<file path="config.mk">
export PLATFORM = sky130hd
export DESIGN_NAME = fatcca_ctrl
export DESIGN_NICKNAME = d
export VERILOG_FILES = /design/src/hw/rtl/fatcca_pkg.sv /design/src/hw/rtl/fatcca_ctrl.sv
export SDC_FILE = /design/constraint.sdc
export NUM_CORES = 1
export LEC_CHECK = 0
export BUFFER_PORTS_ARGS = -buffer_cell sky130_fd_sc_hd__buf_2
export CAP_MARGIN = 20
export CORE_AREA = 2 2 39 41
export CTS_CLUSTER_SIZE = 24
export DETAILED_ROUTE_END_ITERATION = 10
export DIE_AREA = 0 0 41 43
export PLACE_DENSITY = 0.69
export SYNTH_ARGS = -nofsm -noshare
export SYNTH_HDL_FRONTEND = slang
export SYNTH_SLANG_ARGS = --single-unit
</file>
<file path="constraint.sdc">
create_clock -name clk -period 1.15 [get_ports clk]
set_input_delay 0.2875 -clock clk [delete_from_list [all_inputs] [get_ports clk]]
set_output_delay 0.2875 -clock clk [all_outputs]
set_load 0.01 [all_outputs]
</file>
<file path="src/hw/rtl/fatcca_pkg.sv">
// Shared types, codes and constants of the FAT12 cluster chain allocator.
package fatcca_pkg;

  localparam int CLUSTER_W = 12;
  localparam int CFG_W = 13;
  localparam int OPCODE_W = 3;
  localparam int TABLE_ENTRIES_DEFAULT = 4096;

  localparam logic [CFG_W-1:0] VALID_ENTRIES_RESET = 13'd2849;
  localparam logic [CLUSTER_W-1:0] END_MARK = 12'hFFF;

  localparam logic [OPCODE_W-1:0] OP_FIND_FREE = 3'd0;
  localparam logic [OPCODE_W-1:0] OP_CHAIN_STEP = 3'd1;
  localparam logic [OPCODE_W-1:0] OP_CHAIN_END = 3'd2;
  localparam logic [OPCODE_W-1:0] OP_READ_ENTRY = 3'd3;
  localparam logic [OPCODE_W-1:0] OP_WRITE_ENTRY = 3'd4;

  typedef struct packed {
    logic [OPCODE_W-1:0]  opcode;
    logic [CLUSTER_W-1:0] cluster;
    logic [CLUSTER_W-1:0] entry_value;
  } req_t;

  typedef struct packed {
    logic [CLUSTER_W-1:0] result_cluster;
    logic                 status;
  } res_t;

  typedef enum logic [2:0] {
    WR_NONE,
    WR_CLEAR,
    WR_LINK,
    WR_END,
    WR_VALUE
  } wr_sel_t;

  typedef enum logic [2:0] {
    RES_ZERO,
    RES_FOUND,
    RES_FAIL,
    RES_END,
    RES_READ
  } res_sel_t;

  typedef struct packed {
    logic     load_req;
    logic     clear_step;
    logic     scan_start;
    logic     scan_step;
    logic     rd_entry;
    wr_sel_t  wr_sel;
    logic     res_load;
    res_sel_t res_sel;
    logic     out_load;
  } dp_cmd_t;

  typedef struct packed {
    logic [OPCODE_W-1:0] op;
    logic                clear_last;
    logic                scan_hit;
    logic                scan_done;
    logic                out_busy;
  } dp_status_t;

endpackage

</file>
<file path="src/hw/rtl/fatcca_ctrl.sv">
// Controller state machine of the allocator: clearing pass, decode, scan, read and result hand-off.
module fatcca_ctrl (
  input  logic                   clk,
  input  logic                   rst,
  input  logic                   req_valid,
  output logic                   req_ready,
  input  fatcca_pkg::dp_status_t st,
  output fatcca_pkg::dp_cmd_t    cmd
);

  typedef enum logic [2:0] {
    S_CLEAR,
    S_IDLE,
    S_DECODE,
    S_SCAN,
    S_READ,
    S_FINISH
  } state_t;

  state_t state;
  state_t state_next;

  always_comb begin
    state_next = state;
    req_ready = 1'b0;
    cmd = '0;
    cmd.wr_sel = fatcca_pkg::WR_NONE;
    cmd.res_sel = fatcca_pkg::RES_ZERO;
    unique case (state)
      S_CLEAR: begin
        cmd.wr_sel = fatcca_pkg::WR_CLEAR;
        cmd.clear_step = 1'b1;
        if (st.clear_last) begin
          state_next = S_IDLE;
        end
      end
      S_IDLE: begin
        req_ready = 1'b1;
        if (req_valid) begin
          cmd.load_req = 1'b1;
          state_next = S_DECODE;
        end
      end
      S_DECODE: begin
        unique case (st.op)
          fatcca_pkg::OP_FIND_FREE, fatcca_pkg::OP_CHAIN_STEP: begin
            cmd.scan_start = 1'b1;
            state_next = S_SCAN;
          end
          fatcca_pkg::OP_CHAIN_END: begin
            cmd.wr_sel = fatcca_pkg::WR_END;
            cmd.res_load = 1'b1;
            cmd.res_sel = fatcca_pkg::RES_END;
            state_next = S_FINISH;
          end
          fatcca_pkg::OP_READ_ENTRY: begin
            cmd.rd_entry = 1'b1;
            state_next = S_READ;
          end
          fatcca_pkg::OP_WRITE_ENTRY: begin
            cmd.wr_sel = fatcca_pkg::WR_VALUE;
            cmd.res_load = 1'b1;
            state_next = S_FINISH;
          end
          default: begin
            cmd.res_load = 1'b1;
            state_next = S_FINISH;
          end
        endcase
      end
      S_SCAN: begin
        priority if (st.scan_hit) begin
          if (st.op == fatcca_pkg::OP_CHAIN_STEP) begin
            cmd.wr_sel = fatcca_pkg::WR_LINK;
          end
          cmd.res_load = 1'b1;
          cmd.res_sel = fatcca_pkg::RES_FOUND;
          state_next = S_FINISH;
        end else if (st.scan_done) begin
          cmd.res_load = 1'b1;
          cmd.res_sel = fatcca_pkg::RES_FAIL;
          state_next = S_FINISH;
        end else begin
          cmd.scan_step = 1'b1;
        end
      end
      S_READ: begin
        cmd.res_load = 1'b1;
        cmd.res_sel = fatcca_pkg::RES_READ;
        state_next = S_FINISH;
      end
      S_FINISH: begin
        if (!st.out_busy) begin
          cmd.out_load = 1'b1;
          state_next = S_IDLE;
        end
      end
      default: begin
        state_next = S_IDLE;
      end
    endcase
  end

  always_ff @(posedge clk) begin
    if (rst) begin
      state <= S_CLEAR;
    end else begin
      state <= state_next;
    end
  end

endmodule

</file>
## After elaboration in Yosys (flattened, before gate mapping)

Index checks and enable logic that the tools add are counted.

| word-level totals | value |
|---|---|
| register bits | 3 |
| bits of input ports | 10 |
| logic and storage cells | 48 |

| operators by class | value |
|---|---|
| eq/ne operators | 13 |
| multiplexer cells | 29 |
| reduce and logical (&&, ||, !) cells | 5 |

Operators by type and width:

| operator | number |
|---|---|
| $mux 3 | 6 |
| $pmux 3 s6 | 1 |
| $mux 1 | 14 |
| $eq 3x2->1 const B | 4 |
| $pmux 3 s2 | 2 |
| $pmux 4 s3 | 1 |
| $eq 3x3->1 const B | 3 |
| $pmux 3 s3 | 1 |
| $mux 4 | 2 |
| $eq 3x1->1 const B | 2 |
| $logic_not 3->1 | 2 |
| $ne 2x2->1 const B | 3 |
| $mux 2 | 2 |
| $reduce_and 4->1 | 1 |
| $ne 3x3->1 const B | 1 |
| $reduce_or 3->1 | 1 |
| $reduce_or 2->1 | 1 |

## Depth between registers and ports, before layout

Gate-level depths: netlist (run 1).

| logic depth | value |
|---|---|
| word-level depth | 4 |
| mapped depth | 5 |
| depth with buffers taken out | 3 |

## Worst setup path after synthesis (run 1)

Ideal clock, no wire load.

| timing path | value |
|---|---|
| path type | register to output |
| start point | register state[0] |
| end point | output port cmd[6] (netlist bit) |
| arrival | 1,050 ps |
| required time | 863 ps |
| setup slack | -188 ps |
| cell stages (with the launch flop) | 5 |
| buffers on the path | 1 |
| path through | dfxtp_1 > buf_2 > nand2_1 > o22a_1 > nor3_1 |

RTL lines:

| element | RTL line | RTL |
|---|---|---|
| start: declaration | fatcca_ctrl.sv:20 | `state_t state;` |
| start signal: assignment | fatcca_ctrl.sv:108 | `state <= state_next;` |
| end: declaration | fatcca_ctrl.sv:8 | `output fatcca_pkg::dp_cmd_t cmd` |

==> flow_summary.ini, run 1 <==
[route]
final_antenna_net_count = 0
wl_met2_um = 651
met1Wirelength_um = 491
drtPass1Iterations = 2
top_layer = met3
wire_per_inst_um = 11.4
wirelength_um = 1220
viasPerCell = 4.58
drtIter0Drc = 3
drcViolationCount = 0
met3_wirelength_um = 76
vias = 490

[cells_and_area]
seq_area_um2 = 66.3
drive_above_1_share_pct = 72.5
top_regs = state (3)
nFillCells = 129
final_nets = 102
largest-register = state
final_core_util_pct = 54.7
area_growth_pct = 111
diodes = 0
multi_input_area_um2 = 345
largest_reg_flops = 3

[worst_setup_path]
cp_max_fo = 6
crit_type = flip-flop to output pin
start_kind = flip-flop
crit_path_end_kind = output pin
crit_required_ns = 0.86
worstPathArrival_ns = 1.21

[sta]
setup_viol = 16
rsz0062_at_grt = true
setup_tns_ns = -3.68
fin_crit_ns = 1.50
layout_setup_ws_ns = -0.348
hold_viol = 0
drv_slew = 0
worst_pin_slew_ns = 0.264
finalClockSkew_ns = 0.000180
period_share_pct = 130
relSlewSlack_pct = 82.3
clock.fmax_mhz = 667

[synth]
ys_seq_elements = 3
ys_seq_area_share_pct = 16.7
synthFlopType = dfxtp_1
avgSynthCellArea_um2 = 7.64
synth_edf_count = 0
syn_area_um2 = 359
ys_async_sr_fraction_pct = 0
yosys_warnings = 0
syn_inst = 47
synth_nets = 57
ys_types = 28

[power_and_ir_drop]
p_total_w = 0.000664
powerDensity_mw_per_mm2 = 877
p_leak_nw = 0.368
ir_drop_mv = 0.524

[clock_tree]
ctsLongestPathBuffers = 2
insertion_delay_ns = 0.23
cts-root-buf = clkbuf_4
hold_buffers = 0
cts_buffers = 3
cts_tree = built
htreeDepth = 1
cts_sinks = 3
clkSlewWorstSetupHoldPaths_ns = 0.04

[place]
portBuffers = 23
place_ws_ns = -0.229
place_congestion = 0.647
hpwl_um = 912

[floorplan]
die_w_um = 41
start_util_pct = 25.9
placementRows = 14
die_area_mm2 = 0.00176
fp.dieH_um = 43
boundaryPins = 24
core_mm2 = 0.00138

[outcome]
violations = negative setup slack
status = complete, but fails checks

[global_route]
grt_usage_pct = 14.9
grt-ovfl-total = 0
antenna_found_initial = 0
grt_pass1_wl_um = 1840
first_global_vias = 503
grt_max_degree = 8

[min_path]
min_path_type = input pin to flip-flop

[flow_run]
drv_cap = 0
layout make-up:
cell class / count / share of cell area, %
Tap cell: 16 / 2.64
Timing Repair Buffer: 43 / 38.5
Clock buffer: 4 / 3.47
Multi-Input combinational cell: 39 / 45.6
Inverter: 2 / 0.992
Sequential cell: 3 / 8.76
placed cells by master (no fill, tap or decap), types with 2 or more instances in the layout:
| cell | instances |
|---|---|
| a21oi_1 | 2 |
| buf_2 | 20 |
| buf_4 | 18 |
| buf_6 | 5 |
| clkbuf_4 | 3 |
| dfxtp_2 | 2 |
| inv_1 | 2 |
| nand2b_1 | 3 |
| nand2b_4 | 2 |
| nor2_1 | 3 |
| nor3_1 | 2 |
| nor3_2 | 2 |
| nor3_4 | 2 |
| o21a_1 | 2 |
stage by stage:
stage | hold slack, ns | area (um^2) | std cells
after detailed placement | 0.491 | 613 | 99
after global placement | 0.495 | 613 | 99
after CTS | 0.248 | 737 | 107
after global routing | 0.249 | 757 | 107
final | 0.247 | 757 | 107
after floorplan | 0.352 | 392 | 47
Yosys cell counts (2+ instances only):
master | number | area [um^2]
nor2_1 | 4 | 15.0
a21oi_1 | 3 | 15.0
nor2b_1 | 2 | 12.5
dfxtp_1 | 3 | 60.1
inv_1 | 2 | 7.51
o21a_1 | 2 | 15.0
nand2b_1 | 4 | 25.0
nor3_1 | 6 | 30.0
nand2_1 | 2 | 7.51
power breakdown:
group          internal, W  switching [W]  leakage, nW
logic             0.000196       0.000152        0.327
registers         0.000118      0.0000164       0.0261
clock network     0.000130      0.0000521       0.0150
final timing paths:
path	depth (start not counted)	endpoint	startpoint	slack [ns]
worst max-delay path	4	cmd[10]	state[0]$_SDFFE_PP0P_	-0.35
worst min-delay path	2	state[2]$_SDFFE_PP0P_	rst	0.25
worst max register to register	4	state[1]$_SDFFE_PP0P_	state[0]$_SDFFE_PP0P_	-0.04
worst min register to register	2	state[1]$_SDFFE_PP0P_	state[2]$_SDFFE_PP0P_	0.59
routing by layer:
metal	track usage, %	up-vias
met1	14.8	215
li1	-	258
met4	6.00	0
met5	0	-
met2	27.8	17
met3	2.09	0
logic make-up (layout without fill, tap and decap cells):
| kind of cell | after synthesis | in the layout | synth area share, % |
|---|---|---|---|
| flip-flops | 3 | 3 | 16.7 |
| AND/OR/NAND/NOR | 28 | 28 | 50.5 |
| buffers and inverters | 5 | 49 | 8.71 |
| AO/OA/AOI/OAI | 11 | 11 | 24.0 |
worst max-delay path, stage by stage (launching register included):
cell,delay [ns]
dfxtp_4,0.36
buf_6,0.13
nor3_4,0.21
and2b_1,0.18
buf_6,0.10
what timing repair did:
item / CTS / global route
endpoints found under the hold margin: 0 / 0
resized for setup: 18 / 4
setup buffers: 4 / 1
pin swaps: 7 / 4
endpoints found under the setup margin: 17 / 17
(Power assumes the default switching activity.)
==> run 2, diff against run 1 <==
- BUFFER_PORTS_ARGS: -buffer_cell sky130_fd_sc_hd__buf_2 -> -buffer_cell sky130_fd_sc_hd__buf_4
- MAX_ROUTING_LAYER: unset -> met4
==> run 2 against run 1 <==
  * The flow still finishes with violations (negative setup slack)
  * Design area is 0.33% lower
  * Final cell count down 3.7%
  * Maximum frequency grew 1.6%
  * Register-to-register slack hardly changed
  * Non-clock buffer count down 4
  * Power fell by 1.1%
  * Sequential cell count did not move
  * Die area unchanged
  * First-iteration DRC count unchanged
  * Wire length is 9.9% lower
  * Critical endpoint is now cmd[7]
  * Largest cell class unchanged
  * Highest routed layer unchanged
==> flow_summary.ini, run 2 (synthesis gave the netlist of run 1 again) <==
[outcome]
status = complete, but fails checks
violations = negative setup slack

[sta]
finalClockSkew_ns = 0.000676
period_share_pct = 128
hold_viol = 0
layout_setup_ws_ns = -0.324
rsz0062_at_grt = true
clock.fmax_mhz = 678
setup_viol = 16
relSlewSlack_pct = 82.9
fin_crit_ns = 1.47
drv_slew = 0
worst_pin_slew_ns = 0.257

[cells_and_area]
diodes = 0
largest-register = state
top_regs = state (3)
stdcell_count = 103
final_common_cell = buf_4
final_cell_mix = buf_4 (35), nand2b_1 (4), buf_6 (4)
final_nets = 98
largest_reg_flops = 3
area_growth_pct = 110
final_core_util_pct = 54.5
drive_above_1_share_pct = 71.3

[place]
place_congestion = 0.725
hpwl_um = 890
portBuffers = 23
placedCellCount = 98

[clock_tree]
cts_sinks = 3
cts_buffers = 3
ctsLongestPathBuffers = 2
insertion_delay_ns = 0.23
hold_buffers = 0
htreeDepth = 1
cts_tree = built
cts-root-buf = clkbuf_4
clkSlewWorstSetupHoldPaths_ns = 0.04

[worst_setup_path]
r2r_cells = 4
worstPathArrival_ns = 1.19
r2r_start = state[0]$_SDFFE_PP0P_
cp-startpoint = state[0]$_SDFFE_PP0P_
reg2reg_slack_ns = -0.04
cp_max_fo = 8
crit_path_end_kind = output pin
start_kind = flip-flop
crit_type = flip-flop to output pin
r2r_end = state[1]$_SDFFE_PP0P_
crit_path_end = cmd[7]
crit_required_ns = 0.86

[flow_run]
drv_cap = 0

[route]
vias = 485
viasPerCell = 4.71
final_antenna_net_count = 0
drcViolationCount = 0
wirelength_um = 1100
wire_per_inst_um = 10.7
drtPass1Iterations = 2
drtIter0Drc = 3

[power_and_ir_drop]
power_frac_clock_pct = 27.8
powerDensity_mw_per_mm2 = 870
ir_drop_mv = 0.546
combPwrFrac_pct = 51.3
intPower_w = 0.000446
switching_share_pct = 32.1
power_frac_seq_pct = 20.9
switchingPower_w = 0.000211
p_leak_nw = 0.344

[global_route]
antenna_found_initial = 0
grt-ovfl-total = 0
grt_max_degree = 9
grt_usage_pct = 15.1
grt_pass1_wl_um = 1810
first_global_vias = 465

[floorplan]
boundaryPins = 24
core_mm2 = 0.00138
fp.dieH_um = 43
start_util_pct = 25.9
placementRows = 14
die_area_mm2 = 0.00176
die_w_um = 41

[min_path]
min_path_type = input pin to flip-flop
## run 2: cell types whose count changed in the layout (fill, tap and decap cells not counted), sizes merged
cell,previous run,this run
buf,43,39
## run 2: power groups by stage
| stage | clock network (W) | registers [W] | logic [W] |
|---|---|---|---|
| after global placement | 0 | 0.000135 | 0.000294 |
| after global routing | 0.000200 | 0.000140 | 0.000364 |
| after floorplan | 0 | 0.000129 | 0.000156 |
| after detailed placement | 0 | 0.000136 | 0.000296 |
| final | 0.000183 | 0.000137 | 0.000337 |
| after CTS | 0.000194 | 0.000137 | 0.000334 |
## run 2: final cells by class
class	instances	area [um^2]
sequential	3	68.8
inverter	2	7.51
fill	134	629
multi-input combinational	39	324
clock buffer	4	26.3
timing repair buffer	39	308
tap	16	20.0
## run 2: what timing repair did
item / 4_1_cts / 5_1_grt
resized for setup: 14 / 2
setup endpoints to repair: 16 / 16
pin swaps: 7 / 0
buffers inserted: 3 / 0
## run 2: critical path, cell delays in order (launching register included)
cell and delay (ns):
dfxtp_4 0.37, buf_6 0.14, nor4_2 0.28, buf_4 0.17
## run 2: stage by stage
step	setup TNS [ns]	worst slack, ns	power, W	hold slack, ns	cell area, um^2
after floorplan	-0.142	-0.0571	0.000285	0.352	392
after global placement	-1.63	-0.215	0.000429	0.472	663
after detailed placement	-1.81	-0.230	0.000432	0.475	663
after CTS	-3.98	-0.336	0.000666	0.235	748
after global routing	-4.82	-0.387	0.000703	0.237	754
final	-3.78	-0.324	0.000657	0.241	754
## run 2: routing by layer
layer	up-vias	wire (um)	GRT usage [%]
met5	-	0	-
met4	0	0	8.00
met3	0	84	2.09
li1	247	-	-
met2	17	576	25.9
met1	221	438	15.5
## run 2: worst min path at each step
stage | start | endpoint | slack (ns) | cells after the start
floorplan | rst | state[2]$_SDFFE_PP0P_ | 0.35 | 1
global placement | rst | state[2]$_SDFFE_PP0P_ | 0.47 | 2
detailed placement | rst | state[2]$_SDFFE_PP0P_ | 0.47 | 2
CTS | rst | state[2]$_SDFFE_PP0P_ | 0.23 | 2
global route | rst | state[2]$_SDFFE_PP0P_ | 0.24 | 2
finish | rst | state[2]$_SDFFE_PP0P_ | 0.24 | 2
